<file path="src/sidta_pkg.sv">
`timescale 1ns / 1ps
// ----------------------------------------------------------------------------
// sidta_pkg: shared types and constants for the decimal text converter
// Sizes of the binary and BCD datapaths, ASCII codes, controller states and
// the control bundle that drives the bit-serial converter core.
// ----------------------------------------------------------------------------
package sidta_pkg;

  // Width of the integer actually converted; bit VALUE_BITS-1 is the sign.
  localparam int VALUE_BITS = 64;

  // Decimal digits needed for the largest magnitude, 2^(VALUE_BITS-1).
  // floor(n * log10(2)) + 1 is exact over the supported range.
  localparam int DIGITS   = ((VALUE_BITS - 1) * 30103) / 100000 + 1;
  localparam int BCD_BITS = 4 * DIGITS;
  localparam int DIG_W    = $clog2(DIGITS);
  localparam int CNT_W    = $clog2(VALUE_BITS);

  localparam logic [7:0] CHAR_ZERO  = 8'h30;
  localparam logic [7:0] CHAR_MINUS = 8'h2D;

  typedef enum logic [2:0] {
    ST_IDLE,
    ST_CONV,
    ST_SIGN,
    ST_SKIP,
    ST_EMIT
  } sidta_state_t;

  typedef struct packed {
    logic load;        // start a conversion of the supplied magnitude
    logic next_digit;  // shift the BCD register up by one digit
  } sidta_ctrl_t;

endpackage

</file>
<file path="src/sidta_dabble.sv">
`timescale 1ns / 1ps
// ----------------------------------------------------------------------------
// sidta_dabble: bit-serial binary to BCD converter
// Shift-and-add-3 conversion, one magnitude bit per cycle, followed by a
// digit-wide shift-out of the BCD result, most significant digit first.
// ----------------------------------------------------------------------------
module sidta_dabble
  import sidta_pkg::*;
(
  input  logic                  clk,
  input  logic                  rst_n,
  input  sidta_ctrl_t           ctrl,
  input  logic [VALUE_BITS-1:0] mag,
  output logic                  done,
  output logic [3:0]            top_digit
);

  logic [VALUE_BITS-1:0] bin_r, bin_nxt;
  logic [BCD_BITS-1:0]   bcd_r, bcd_nxt;
  logic [BCD_BITS-1:0]   bcd_adj;
  logic [CNT_W-1:0]      cnt_r, cnt_nxt;
  logic                  run_r, run_nxt;

  // Each digit of five or more is corrected before the next doubling.
  always_comb begin
    for (int d = 0; d < DIGITS; d++) begin
      if (bcd_r[4*d +: 4] >= 4'd5) begin
        bcd_adj[4*d +: 4] = bcd_r[4*d +: 4] + 4'd3;
      end else begin
        bcd_adj[4*d +: 4] = bcd_r[4*d +: 4];
      end
    end
  end

  always_comb begin
    bin_nxt = bin_r;
    bcd_nxt = bcd_r;
    cnt_nxt = cnt_r;
    run_nxt = run_r;
    if (ctrl.load) begin
      bin_nxt = mag;
      bcd_nxt = '0;
      cnt_nxt = CNT_W'(VALUE_BITS - 1);
      run_nxt = 1'b1;
    end else if (run_r) begin
      bcd_nxt = {bcd_adj[BCD_BITS-2:0], bin_r[VALUE_BITS-1]};
      bin_nxt = {bin_r[VALUE_BITS-2:0], 1'b0};
      if (cnt_r == '0) begin
        run_nxt = 1'b0;
      end else begin
        cnt_nxt = cnt_r - CNT_W'(1);
      end
    end else if (ctrl.next_digit) begin
      bcd_nxt = {bcd_r[BCD_BITS-5:0], 4'd0};
    end
  end

  always_ff @(posedge clk) begin
    if (!rst_n) begin
      run_r <= 1'b0;
      cnt_r <= '0;
    end else begin
      run_r <= run_nxt;
      cnt_r <= cnt_nxt;
    end
    bin_r <= bin_nxt;
    bcd_r <= bcd_nxt;
  end

  assign done      = !run_r;
  assign top_digit = bcd_r[BCD_BITS-1 -: 4];

endmodule

</file>
<file path="src/signed_int_to_decimal_ascii.sv">
`timescale 1ns / 1ps
// ----------------------------------------------------------------------------
// signed_int_to_decimal_ascii: signed integer to decimal ASCII text
// Converts each signed integer to its decimal characters, sign first, most
// significant digit first, with a flag on the final character.
// ----------------------------------------------------------------------------
//
//  Channel | Ports                                | Direction
//  --------+--------------------------------------+----------
//  input   | in_valid, in_stall, in_value         | in
//  result  | out_valid, out_stall, out_character, | out
//          | out_last                             |
//
//  One number holds the block through the bit-serial conversion, then the
//  minus sign of a negative value, the suppressed leading zeros, the step
//  that leaves the zero skip and the digits, plus any result stalls. Reset
//  is synchronous and active low and clears the controller and the output
//  valid. A stall on the result side holds the current character and
//  pauses emission.
//
module signed_int_to_decimal_ascii
  import sidta_pkg::*;
(
  input  logic        clk,
  input  logic        rst_n,
  input  logic        in_valid,
  output logic        in_stall,
  input  logic [63:0] in_value,
  output logic        out_valid,
  input  logic        out_stall,
  output logic [7:0]  out_character,
  output logic        out_last
);

  sidta_state_t          state_r, state_nxt;
  sidta_ctrl_t           ctrl;
  logic                  core_done;
  logic [3:0]            top_digit;
  logic [VALUE_BITS-1:0] val;
  logic [VALUE_BITS-1:0] mag;

  logic             neg_r, neg_nxt;
  logic [DIG_W-1:0] dig_r, dig_nxt;
  logic             ov_r, ov_nxt;
  logic [7:0]       oc_r, oc_nxt;
  logic             ol_r, ol_nxt;
  logic             out_free;

  assign val      = in_value[VALUE_BITS-1:0];
  // The most negative value negates onto itself, which is its magnitude.
  assign mag      = val[VALUE_BITS-1] ? (~val + VALUE_BITS'(1)) : val;
  assign out_free = !ov_r || !out_stall;

  sidta_dabble u_dabble (
    .clk       (clk),
    .rst_n     (rst_n),
    .ctrl      (ctrl),
    .mag       (mag),
    .done      (core_done),
    .top_digit (top_digit)
  );

  // Next state.
  always_comb begin
    state_nxt = state_r;
    unique case (state_r)
      ST_IDLE: begin
        if (in_valid) state_nxt = ST_CONV;
      end
      ST_CONV: begin
        if (core_done) state_nxt = neg_r ? ST_SIGN : ST_SKIP;
      end
      ST_SIGN: begin
        if (out_free) state_nxt = ST_SKIP;
      end
      ST_SKIP: begin
        if (top_digit != 4'd0 || dig_r == '0) state_nxt = ST_EMIT;
      end
      ST_EMIT: begin
        if (out_free && dig_r == '0) state_nxt = ST_IDLE;
      end
      default: state_nxt = ST_IDLE;
    endcase
  end

  // Outputs and datapath updates.
  always_comb begin
    in_stall        = 1'b1;
    ctrl.load       = 1'b0;
    ctrl.next_digit = 1'b0;
    neg_nxt         = neg_r;
    dig_nxt         = dig_r;
    ov_nxt          = ov_r && out_stall;
    oc_nxt          = oc_r;
    ol_nxt          = ol_r;
    unique case (state_r)
      ST_IDLE: begin
        in_stall = 1'b0;
        if (in_valid) begin
          ctrl.load = 1'b1;
          neg_nxt   = val[VALUE_BITS-1];
          dig_nxt   = DIG_W'(DIGITS - 1);
        end
      end
      ST_CONV: begin
      end
      ST_SIGN: begin
        if (out_free) begin
          ov_nxt = 1'b1;
          oc_nxt = CHAR_MINUS;
          ol_nxt = 1'b0;
        end
      end
      ST_SKIP: begin
        if (top_digit == 4'd0 && dig_r != '0) begin
          ctrl.next_digit = 1'b1;
          dig_nxt         = dig_r - DIG_W'(1);
        end
      end
      ST_EMIT: begin
        if (out_free) begin
          ov_nxt          = 1'b1;
          oc_nxt          = CHAR_ZERO + {4'd0, top_digit};
          ol_nxt          = (dig_r == '0);
          ctrl.next_digit = 1'b1;
          if (dig_r != '0) dig_nxt = dig_r - DIG_W'(1);
        end
      end
      default: begin
      end
    endcase
  end

  always_ff @(posedge clk) begin
    if (!rst_n) begin
      state_r <= ST_IDLE;
      ov_r    <= 1'b0;
      neg_r   <= 1'b0;
      dig_r   <= '0;
    end else begin
      state_r <= state_nxt;
      ov_r    <= ov_nxt;
      neg_r   <= neg_nxt;
      dig_r   <= dig_nxt;
    end
    oc_r <= oc_nxt;
    ol_r <= ol_nxt;
  end

  assign out_valid     = ov_r;
  assign out_character = oc_r;
  assign out_last      = ol_r;

endmodule
</file>
<file path="config.mk">
export PLATFORM = sky130hd
export DESIGN_NAME = signed_int_to_decimal_ascii
export DESIGN_NICKNAME = d
export VERILOG_FILES = /design/src/sidta_pkg.sv /design/src/sidta_dabble.sv /design/src/signed_int_to_decimal_ascii.sv
export SDC_FILE = /design/constraint.sdc
export NUM_CORES = 1
export LEC_CHECK = 0
export BUFFER_PORTS_ARGS = -buffer_cell sky130_fd_sc_hd__buf_2
export CAP_MARGIN = 20
export CORE_MARGIN = 4
export CORE_UTILIZATION = 40
export CTS_CLUSTER_SIZE = 16
export DETAILED_ROUTE_END_ITERATION = 16
export GPL_TIMING_DRIVEN = 0
export PLACE_DENSITY_LB_ADDON = 0.08
export SLEW_MARGIN = 20
export SYNTH_ARGS = -nofsm -noshare
export SYNTH_HDL_FRONTEND = slang
export SYNTH_HIERARCHICAL = 1
export SYNTH_SLANG_ARGS = --single-unit
</file>
<file path="constraint.sdc">
create_clock -name clk -period 4 [get_ports clk]
set_clock_uncertainty 0.15 [all_clocks]
set_input_delay 0.2 -clock clk [delete_from_list [all_inputs] [get_ports clk]]
set_output_delay 0.2 -clock clk [all_outputs]
set_load 0.01 [all_outputs]
</file>
==> results of run 1 <==
worst paths after layout:
kind | startpoint | end | slack [ns] | cells past startpoint
worst max-delay path | in_value[0] | u_dabble/bin_r[48]$_DFFE_PP_ | 0.63 | 11
worst min-delay path | in_value[41] | u_dabble/bin_r[41]$_DFFE_PP_ | 0.06 | 3
worst max register to register | dig_r[0]$_SDFFE_PN0P_ | u_dabble/bcd_r[52]$_SDFFE_PP0P_ | 0.64 | 12
worst min register to register | neg_r$_SDFFE_PN0P_ | neg_r$_SDFFE_PN0P_ | 0.36 | 2
cells by family (layout without fill, tap and decap cells):
group | Yosys count | count (layout)
and+or+nand+nor | 304 | 304
AOI/OAI and AO/OA | 287 | 287
DFF | 163 | 163
buffers and inverters | 131 | 241
muxes | 123 | 123
xor gates and xnor gates | 63 | 63
adders and majority gates | 42 | 42
other | 2 | 4
per-layer routing:
metal  vias to the layer above  global-route usage, %  share of wire [%]
met5                         -                      0                  0
met3                        29                  3.494                4.9
met1                      4350                  29.77                 49
li1                       4324                      -                  -
met4                         0                  5.390                1.3
met2                       228                  32.58                 45
what timing repair did:
action	4_1_cts	5_1_grt
endpoints found under the setup margin	0	0
hold buffers	3	0
hold endpoints to repair	9	0
through the flow:
stage | power, mW | hold WS [ns] | instance area, sq um
detailed placement | 6.290 | 0.3454 | 11210
floorplan | 5.261 | 0.1676 | 10400
global route | 8.543 | 0.05072 | 11830
CTS | 7.987 | 0.03292 | 11830
global placement | 6.245 | 0.3356 | 11180
finish | 7.950 | 0.05632 | 11830
power by group through the flow:
stage          registers, mW  logic (mW)  clock network [mW]
3_3_place_gp            3.11        3.13                   0
6_report                3.07        3.22                1.66
5_1_grt                 3.16        3.60                1.78
2_1_floorplan           2.94        2.33                   0
4_1_cts                 3.06        3.22                1.70
3_5_place_dp            3.09        3.20                   0
cell usage in the layout, fill, tap and decap left out, types with 20 or more instances in the layout:
| master | Yosys | routed |
|---|---|---|
| sky130_fd_sc_hd__a21oi_1 | 82 | 82 |
| sky130_fd_sc_hd__buf_2 | 32 | 106 |
| sky130_fd_sc_hd__clkbuf_1 | 31 | 30 |
| sky130_fd_sc_hd__dfxtp_1 | 93 | 93 |
| sky130_fd_sc_hd__edfxtp_1 | 70 | 70 |
| sky130_fd_sc_hd__ha_1 | 42 | 42 |
| sky130_fd_sc_hd__inv_1 | 51 | 51 |
| sky130_fd_sc_hd__mux2_2 | 94 | 94 |
| sky130_fd_sc_hd__mux2i_1 | 29 | 29 |
| sky130_fd_sc_hd__nand2_1 | 60 | 60 |
| sky130_fd_sc_hd__nand2b_1 | 20 | 20 |
| sky130_fd_sc_hd__nand3_1 | 49 | 49 |
| sky130_fd_sc_hd__nand4_1 | 23 | 23 |
| sky130_fd_sc_hd__nor2_1 | 35 | 35 |
| sky130_fd_sc_hd__nor3_1 | 30 | 30 |
| sky130_fd_sc_hd__nor3b_1 | 21 | 21 |
| sky130_fd_sc_hd__o21ai_0 | 116 | 116 |
| sky130_fd_sc_hd__o31ai_1 | 21 | 21 |
| sky130_fd_sc_hd__or3_1 | 22 | 22 |
| sky130_fd_sc_hd__xnor2_1 | 61 | 61 |
state kept, by name (all words and copies together) (netlist names):
register        cells
u_dabble/run_r      1
neg_r               1
out_last            1
u_dabble/cnt_r      6
u_dabble/bin_r     64
dig_r               5
u_dabble/bcd_r     76
state_r             3
out_valid           1
out_character       5
worst max-delay path: stages:
cell	delay (ns)
sky130_fd_sc_hd__dlygate4sd3_1	0.53
sky130_fd_sc_hd__buf_2	0.15
sky130_fd_sc_hd__inv_1	0.06
sky130_fd_sc_hd__ha_1	0.16
sky130_fd_sc_hd__or3b_2	0.43
sky130_fd_sc_hd__clkbuf_1	0.24
sky130_fd_sc_hd__nor3_1	0.27
sky130_fd_sc_hd__nand2_1	0.31
sky130_fd_sc_hd__o41ai_1	0.63
sky130_fd_sc_hd__xnor2_1	0.13
sky130_fd_sc_hd__mux2_2	0.28
cell type report:
cell class / count / share of cell area [%]
multi-input cells: 822 / 49.64
diodes: 1 / 0.02116
clock inverters: 14 / 1.132
clock buffers: 18 / 3.808
flip-flops and latches: 163 / 33.51
inverters: 53 / 1.682
repair buffers: 78 / 3.618
plain buffers: 78 / 3.099
well taps: 330 / 3.491
==> results.txt, run 1 <==
----------------------------------------------------
[STA]
  Unrepaired setup endpoints after global routing ... false
  Peak clock frequency supported by timing ... 0.2970 GHz
  Final slew viol count ... 0
  Total count of hold-check failures in the final report ... 0
  Slew margin rel. ... about half
  Setup violators final ... 0
  Sum of negative setup slack ... 0 ns
  Slew at the pin closest to its max-slew limit ... 0.7635 ns
  Worst Slack Setup Final ... roughly 0.63 ns
  Final period util ... 84.18%
  Final Critical Period ... between 3 and 4 ns

[Yosys]
  Share of cell area taken by muxes after synthesis ... about an eighth
  Cell types occupying the most area after synthesis ... sky130_fd_sc_hd__edfxtp_1, sky130_fd_sc_hd__dfxtp_1, sky130_fd_sc_hd__mux2_2, sky130_fd_sc_hd__o21ai_0, sky130_fd_sc_hd__xnor2_1
  Synth Area in Adders ... about 5.1%
  Proportion of synthesized flip-flops having asynchronous set or reset ... 0%
  Number of enable flip-flop cells after synthesis ... 70
  Top-area cell type share of the netlist area ... 20.22%
  Simple-Gate Fraction of Synth Area ... between 15 and 20%
  Synthesized-area fraction occupied by ao, oa, aoi and oai cells ... between 15 and 20%
  Synthesized netlist cell count ... 1115
  Combinational family with the most area after synthesis ... compound AO/OA/AOI/OAI gates
  Proportion of synthesized chip area in sequential cells ... approximately two fifths
  Total standard cell area after synthesis ... approximately 10000 sq um
  Most used flip-flop cell after synthesis ... sky130_fd_sc_hd__dfxtp_1
  Most frequent cell after synthesis ... sky130_fd_sc_hd__o21ai_0
  Yosys top cell by area ... sky130_fd_sc_hd__edfxtp_1
  Post-Synthesis Mean Instance Area ... around 9.3 sq um
  Flops & latches, synth ... about 160
  Synth warn ... 6
  Top cells by count, synth ... sky130_fd_sc_hd__o21ai_0, sky130_fd_sc_hd__mux2_2, sky130_fd_sc_hd__dfxtp_1
  Post-Synth XOR/XNOR Area ... under 10%
  Count of cell types in the netlist ... 61

[Clocking]
  Clock buffers created by TritonCTS ... 17
  Clock input transition at the sequential cells of the worst setup and hold paths ... around 0.08 ns
  Source-to-sink clock delay at the later pin of the worst-skew pair ... 0.43 ns
  Number of buffers on the longest clock path ... 2
  Total of cells resized after clock tree synthesis ... 0
  Root buf cell ... sky130_fd_sc_hd__clkbuf_16
  Clock tree from TritonCTS ... built
  # H-tree levels ... 4
  Total setup buffers inserted after CTS ... 0
  TritonCTS sink count ... between 150 and 200

[Cells and area]
  Number of filler instances in the final layout ... between 2000 and 3000
  Nets ... 1323
  Number of standard cells in the final layout excluding fillers ... 1557
  Core utilization of the finished layout ... between 40% and 50%
  Ratio of cells with drive above 1 in the final layout ... 21.53%
  Growth of design area from synthesis to finish ... 13.81%
  Combined area of the multi-input logic cells ... 5872 sq um
  Area occupied by registers ... 3964 sq um

[Flow run]
  Number of maximum-capacitance constraint violations ... 0

[GRT]
  Largest net degree at the start of global routing ... 49
  Global route overflow ... 0
  Tot GR Track Use ... a little over 20%
  Via count of the first global-routing pass ... ~8700
  Initial antenna violation count ... 1
  Wire length of the first global-routing pass ... roughly 48000 um

[Placement]
  Port Buffers ... 74
  Last weighted congestion value of the routability-driven placer ... slightly below 0.9
  Post-placement setup slack ... 0.6861 ns
  Dpl hpwl ... approximately 21000 um
  Cell count after placement ... 1521

[Status]
  Result of the run ... finished clean

[Drt]
  Number of DRC violations after detailed routing ... 0
  Total iterations of the first detailed-routing run ... 8
  Initial DRC count ... 675
  WL per Instance ... between 15 and 20 um
  Number of nets with antenna violations after detailed routing ... 0
  Total via count after detailed routing ... 8931
  Post-Route WL ... about 30000 um
  DR vias/cell ... between 5 and 6

[Floorplanning]
  Die X-Extent ... approximately 170 um
  Die area ... between 20000 and 30000 sq um
  I/O pin count ... roughly 80
  Area inside the core boundary ... 25400 sq um
  Vert. Die Dim ... ~170 um
  Cell Rows ... 58
  Initial core utilization ... between 40 and 50%

[Power]
  Power dissipated by switching net loads ... about 3.2 mW
  Clock power frac ... 20.8%
  Power density cells ... between 600 and 700 nW/um^2
  Internal power consumption ... 4.769 mW
  Switching fraction of total power ... roughly two fifths
  Static leakage power ... ~4 nW
  Worst supply voltage drop on vdd ... roughly 0.26 mV
  Share of total power in sequential cells ... around two fifths
  Logic pwr share ... between 40% and 50%

[Setup path]
  Highest net fanout along the worst path ... 9
  Crit path capture type ... register
  Startpoint type of the worst setup path ... input port
  Required time of the critical path ... approximately 4 ns
  Critical path class ... input port to register
  Worst EP arrival ... 3.40 ns

[Min path]
  Class of the worst hold path ... input port to register

----------------------------------------------------
Power figures use the tool's default switching activity.
==> run 2, diff against run 1 <==
Clock period 4 ns to 3.03 ns, I/O delays scaled along.
==> results.txt, run 2 (synthesized netlist as in run 1, its figures left out) <==
----------------------------------------------------
[Status]
  Result of the run ... finished clean

[STA]
  Worst Slack Setup Final ... 0.2025 ns (-0.4304 ns)
  Unrepaired setup endpoints after global routing ... false
  Setup violators final ... 0 (unchanged)
  Total count of hold-check failures in the final report ... 0 (unchanged)
  Peak clock frequency supported by timing ... roughly 0.35 GHz
  Slew at the pin closest to its max-slew limit ... 0.7763 ns (+0.01281 ns)
  Final Critical Period ... between 2 and 3 ns
  Final slew viol count ... 0 (unchanged)
  Fin Hold WS ... 0.02391 ns (-0.03241 ns)
  Final period util ... around 93%
  Slew margin rel. ... 47.77% (-0.86 points)
  Sum of negative setup slack ... 0 ns (unchanged)

[Floorplanning]
  Die area ... 28630 sq um (unchanged)
  Vert. Die Dim ... 169.2 um (unchanged)
  Initial core utilization ... 40.92% (unchanged)
  Die X-Extent ... 169.2 um (unchanged)
  Area inside the core boundary ... 25400 sq um (unchanged)
  Cell Rows ... 58 (unchanged)
  I/O pin count ... 79 (unchanged)

[Drt]
  Number of nets with antenna violations after detailed routing ... 0 (unchanged)
  Total via count after detailed routing ... 8975 (+0.49%)
  Total iterations of the first detailed-routing run ... 5 (-3)
  Initial DRC count ... 646 (-4.3%)
  DR vias/cell ... 5.757 (+0.36%)
  Number of DRC violations after detailed routing ... 0 (unchanged)
  WL per Instance ... 19.03 um (+0.34%)
  Post-Route WL ... 29660 um (+0.47%)

[Power]
  Internal power consumption ... 6.329 mW (+33%)
  Clock power frac ... 20.8% (about the same)
  Logic pwr share ... 40.8% (+0.3 points)
  Share of total power in sequential cells ... 38.4% (-0.3 points)
  Power density cells ... 885.0 nW/um^2 (+32%)
  Power dissipated by switching net loads ... 4.226 mW (+33%)
  Static leakage power ... 4.007 nW (+1.3%)
  Total power of the final layout ... 10.56 mW (+33%)
  Switching fraction of total power ... 40.04% (about the same)
  Worst supply voltage drop on vdd ... 0.3436 mV (+32%)

[Clocking]
  Clock input transition at the sequential cells of the worst setup and hold paths ... 0.08 ns (about the same)
  Number of buffers on the longest clock path ... 2 (unchanged)
  Clock tree from TritonCTS ... built
  # H-tree levels ... 4 (unchanged)
  TritonCTS sink count ... 163 (unchanged)
  Root buf cell ... sky130_fd_sc_hd__clkbuf_16
  Total setup buffers inserted after CTS ... 0 (unchanged)
  Clock buffers created by TritonCTS ... 17 (unchanged)
  Source-to-sink clock delay at the later pin of the worst-skew pair ... 0.43 ns (about the same)

[Cells and area]
  Ratio of cells with drive above 1 in the final layout ... 22.64% (+1.1 points)
  Top reg by flops ... u_dabble/bcd_r
  Commonest non-fill, non-tap cell in the layout ... sky130_fd_sc_hd__o21ai_0
  Number of filler instances in the final layout ... 2502 (-0.52%)
  Growth of design area from synthesis to finish ... 14.75%
  Registers with the most flip-flops ... u_dabble/bcd_r x76, u_dabble/bin_r x64, u_dabble/cnt_r x6
  Leading cell types in the layout, fill and taps excluded ... sky130_fd_sc_hd__o21ai_0, sky130_fd_sc_hd__buf_2, sky130_fd_sc_hd__mux2_2
  Number of standard cells in the final layout excluding fillers ... 1559 (+0.13%)
  Nets ... 1325 (+0.15%)
  Number of flip-flops in the largest register ... 76 (unchanged)

[Setup path]
  Highest net fanout along the worst path ... 48 (+39)
  Cell type of the slowest stage on the worst timing path ... sky130_fd_sc_hd__or3_1
  Worst EP arrival ... 2.79 ns (-0.61 ns)
  Longest individual stage delay on the worst path ... 0.44 ns (-0.19 ns)
  Startpoint type of the worst setup path ... register
  Crit path capture type ... register
  Ordered list of cells on the worst path ... clkbuf_2 > or3_1 > nor2_1 > clkbuf_2 > nor2_1 > clkinvlp_4 > buf_8 > buf_16
  Combined buffer and inverter count along the critical path ... 5 (+1)
  CP top delay family ... buffers and inverters
  Required time of the critical path ... 2.99 ns (-1.04 ns)
  Critical path class ... register to register

[GRT]
  Global route overflow ... 0 (unchanged)
  Wire length of the first global-routing pass ... 47960 um (+0.25%)
  Via count of the first global-routing pass ... 8765 (+0.35%)
  Tot GR Track Use ... 20.78% (+0.046 points)
  Largest net degree at the start of global routing ... 49 (unchanged)
  Initial antenna violation count ... 1 (unchanged)

[Placement]
  Last weighted congestion value of the routability-driven placer ... 0.8696 (unchanged)
  Cell count after placement ... 1521 (unchanged)
  Port Buffers ... 74 (unchanged)
  Dpl hpwl ... 20920 um (unchanged)
  Post-placement setup slack ... -0.2839 ns (-0.9700 ns)

[Min path]
  Class of the worst hold path ... input port to register

[Flow run]
  Number of maximum-capacitance constraint violations ... 0 (unchanged)

----------------------------------------------------
run 2: area by class of cell:
class	instances	area, sq um	share of cell area (%)
multi-input cells	822	5904	49.51
flip-flops and latches	163	3964	33.24
repair buffers	81	457.9	3.840
clock buffers	18	450.4	3.777
well taps	330	412.9	3.462
plain buffers	77	397.9	3.336
inverters	53	202.7	1.700
clock inverters	14	133.9	1.123
diodes	1	2.502	0.02098
run 2: worst paths after layout:
check	from	to	slack, ns	depth (start not counted)
setup / recovery	state_r[2]$_SDFFE_PN0P_	u_dabble/bin_r[59]$_DFFE_PP_	0.20	8
hold / removal	in_value[38]	u_dabble/bin_r[38]$_DFFE_PP_	0.02	3
setup reg to reg	state_r[2]$_SDFFE_PN0P_	u_dabble/bin_r[59]$_DFFE_PP_	0.20	8
hold reg to reg	neg_r$_SDFFE_PN0P_	neg_r$_SDFFE_PN0P_	0.36	2
run 2: worst reg2reg max path: cells and delay by family, from the launching register on:
kind,cells,cell delay (ns)
DFF,1,0.32
and+or+nand+nor,3,0.76
buffers and inverters,5,1.24
run 2: repair_timing:
action                                  CTS  global route
hold buffers                              6             0
endpoints found under the setup margin  106           114
cloned                                    0             0
endpoints found under the hold margin    12             0
resized for setup                         8            19
run 2: through the flow:
step	utilization (%)	area (sq um)
after floorplan	-	10400
after global placement	44.02	11180
after detailed placement	44.14	11210
after CTS	46.76	11880
after global routing	46.96	11930
final	46.96	11930
run 2: routing by layer:
layer / global-route usage [%] / up-vias / share of wire [%] / wire (um)
met1: 29.78 / 4373 / 48 / 14330
met5: 0 / - / 0 / 0
met3: 3.517 / 33 / 5.2 / 1540
met2: 32.67 / 235 / 45 / 13360
li1: - / 4334 / - / -
met4: 5.495 / 0 / 1.5 / 440
run 2: power groups by stage:
stage | Clock [mW] | Sequential, mW | Combinational, mW
global placement | 0 | 4.11 | 4.13
global route | 2.35 | 4.17 | 4.81
finish | 2.19 | 4.06 | 4.31
detailed placement | 0 | 4.08 | 4.22
floorplan | 0 | 3.88 | 3.07
CTS | 2.25 | 4.04 | 4.28
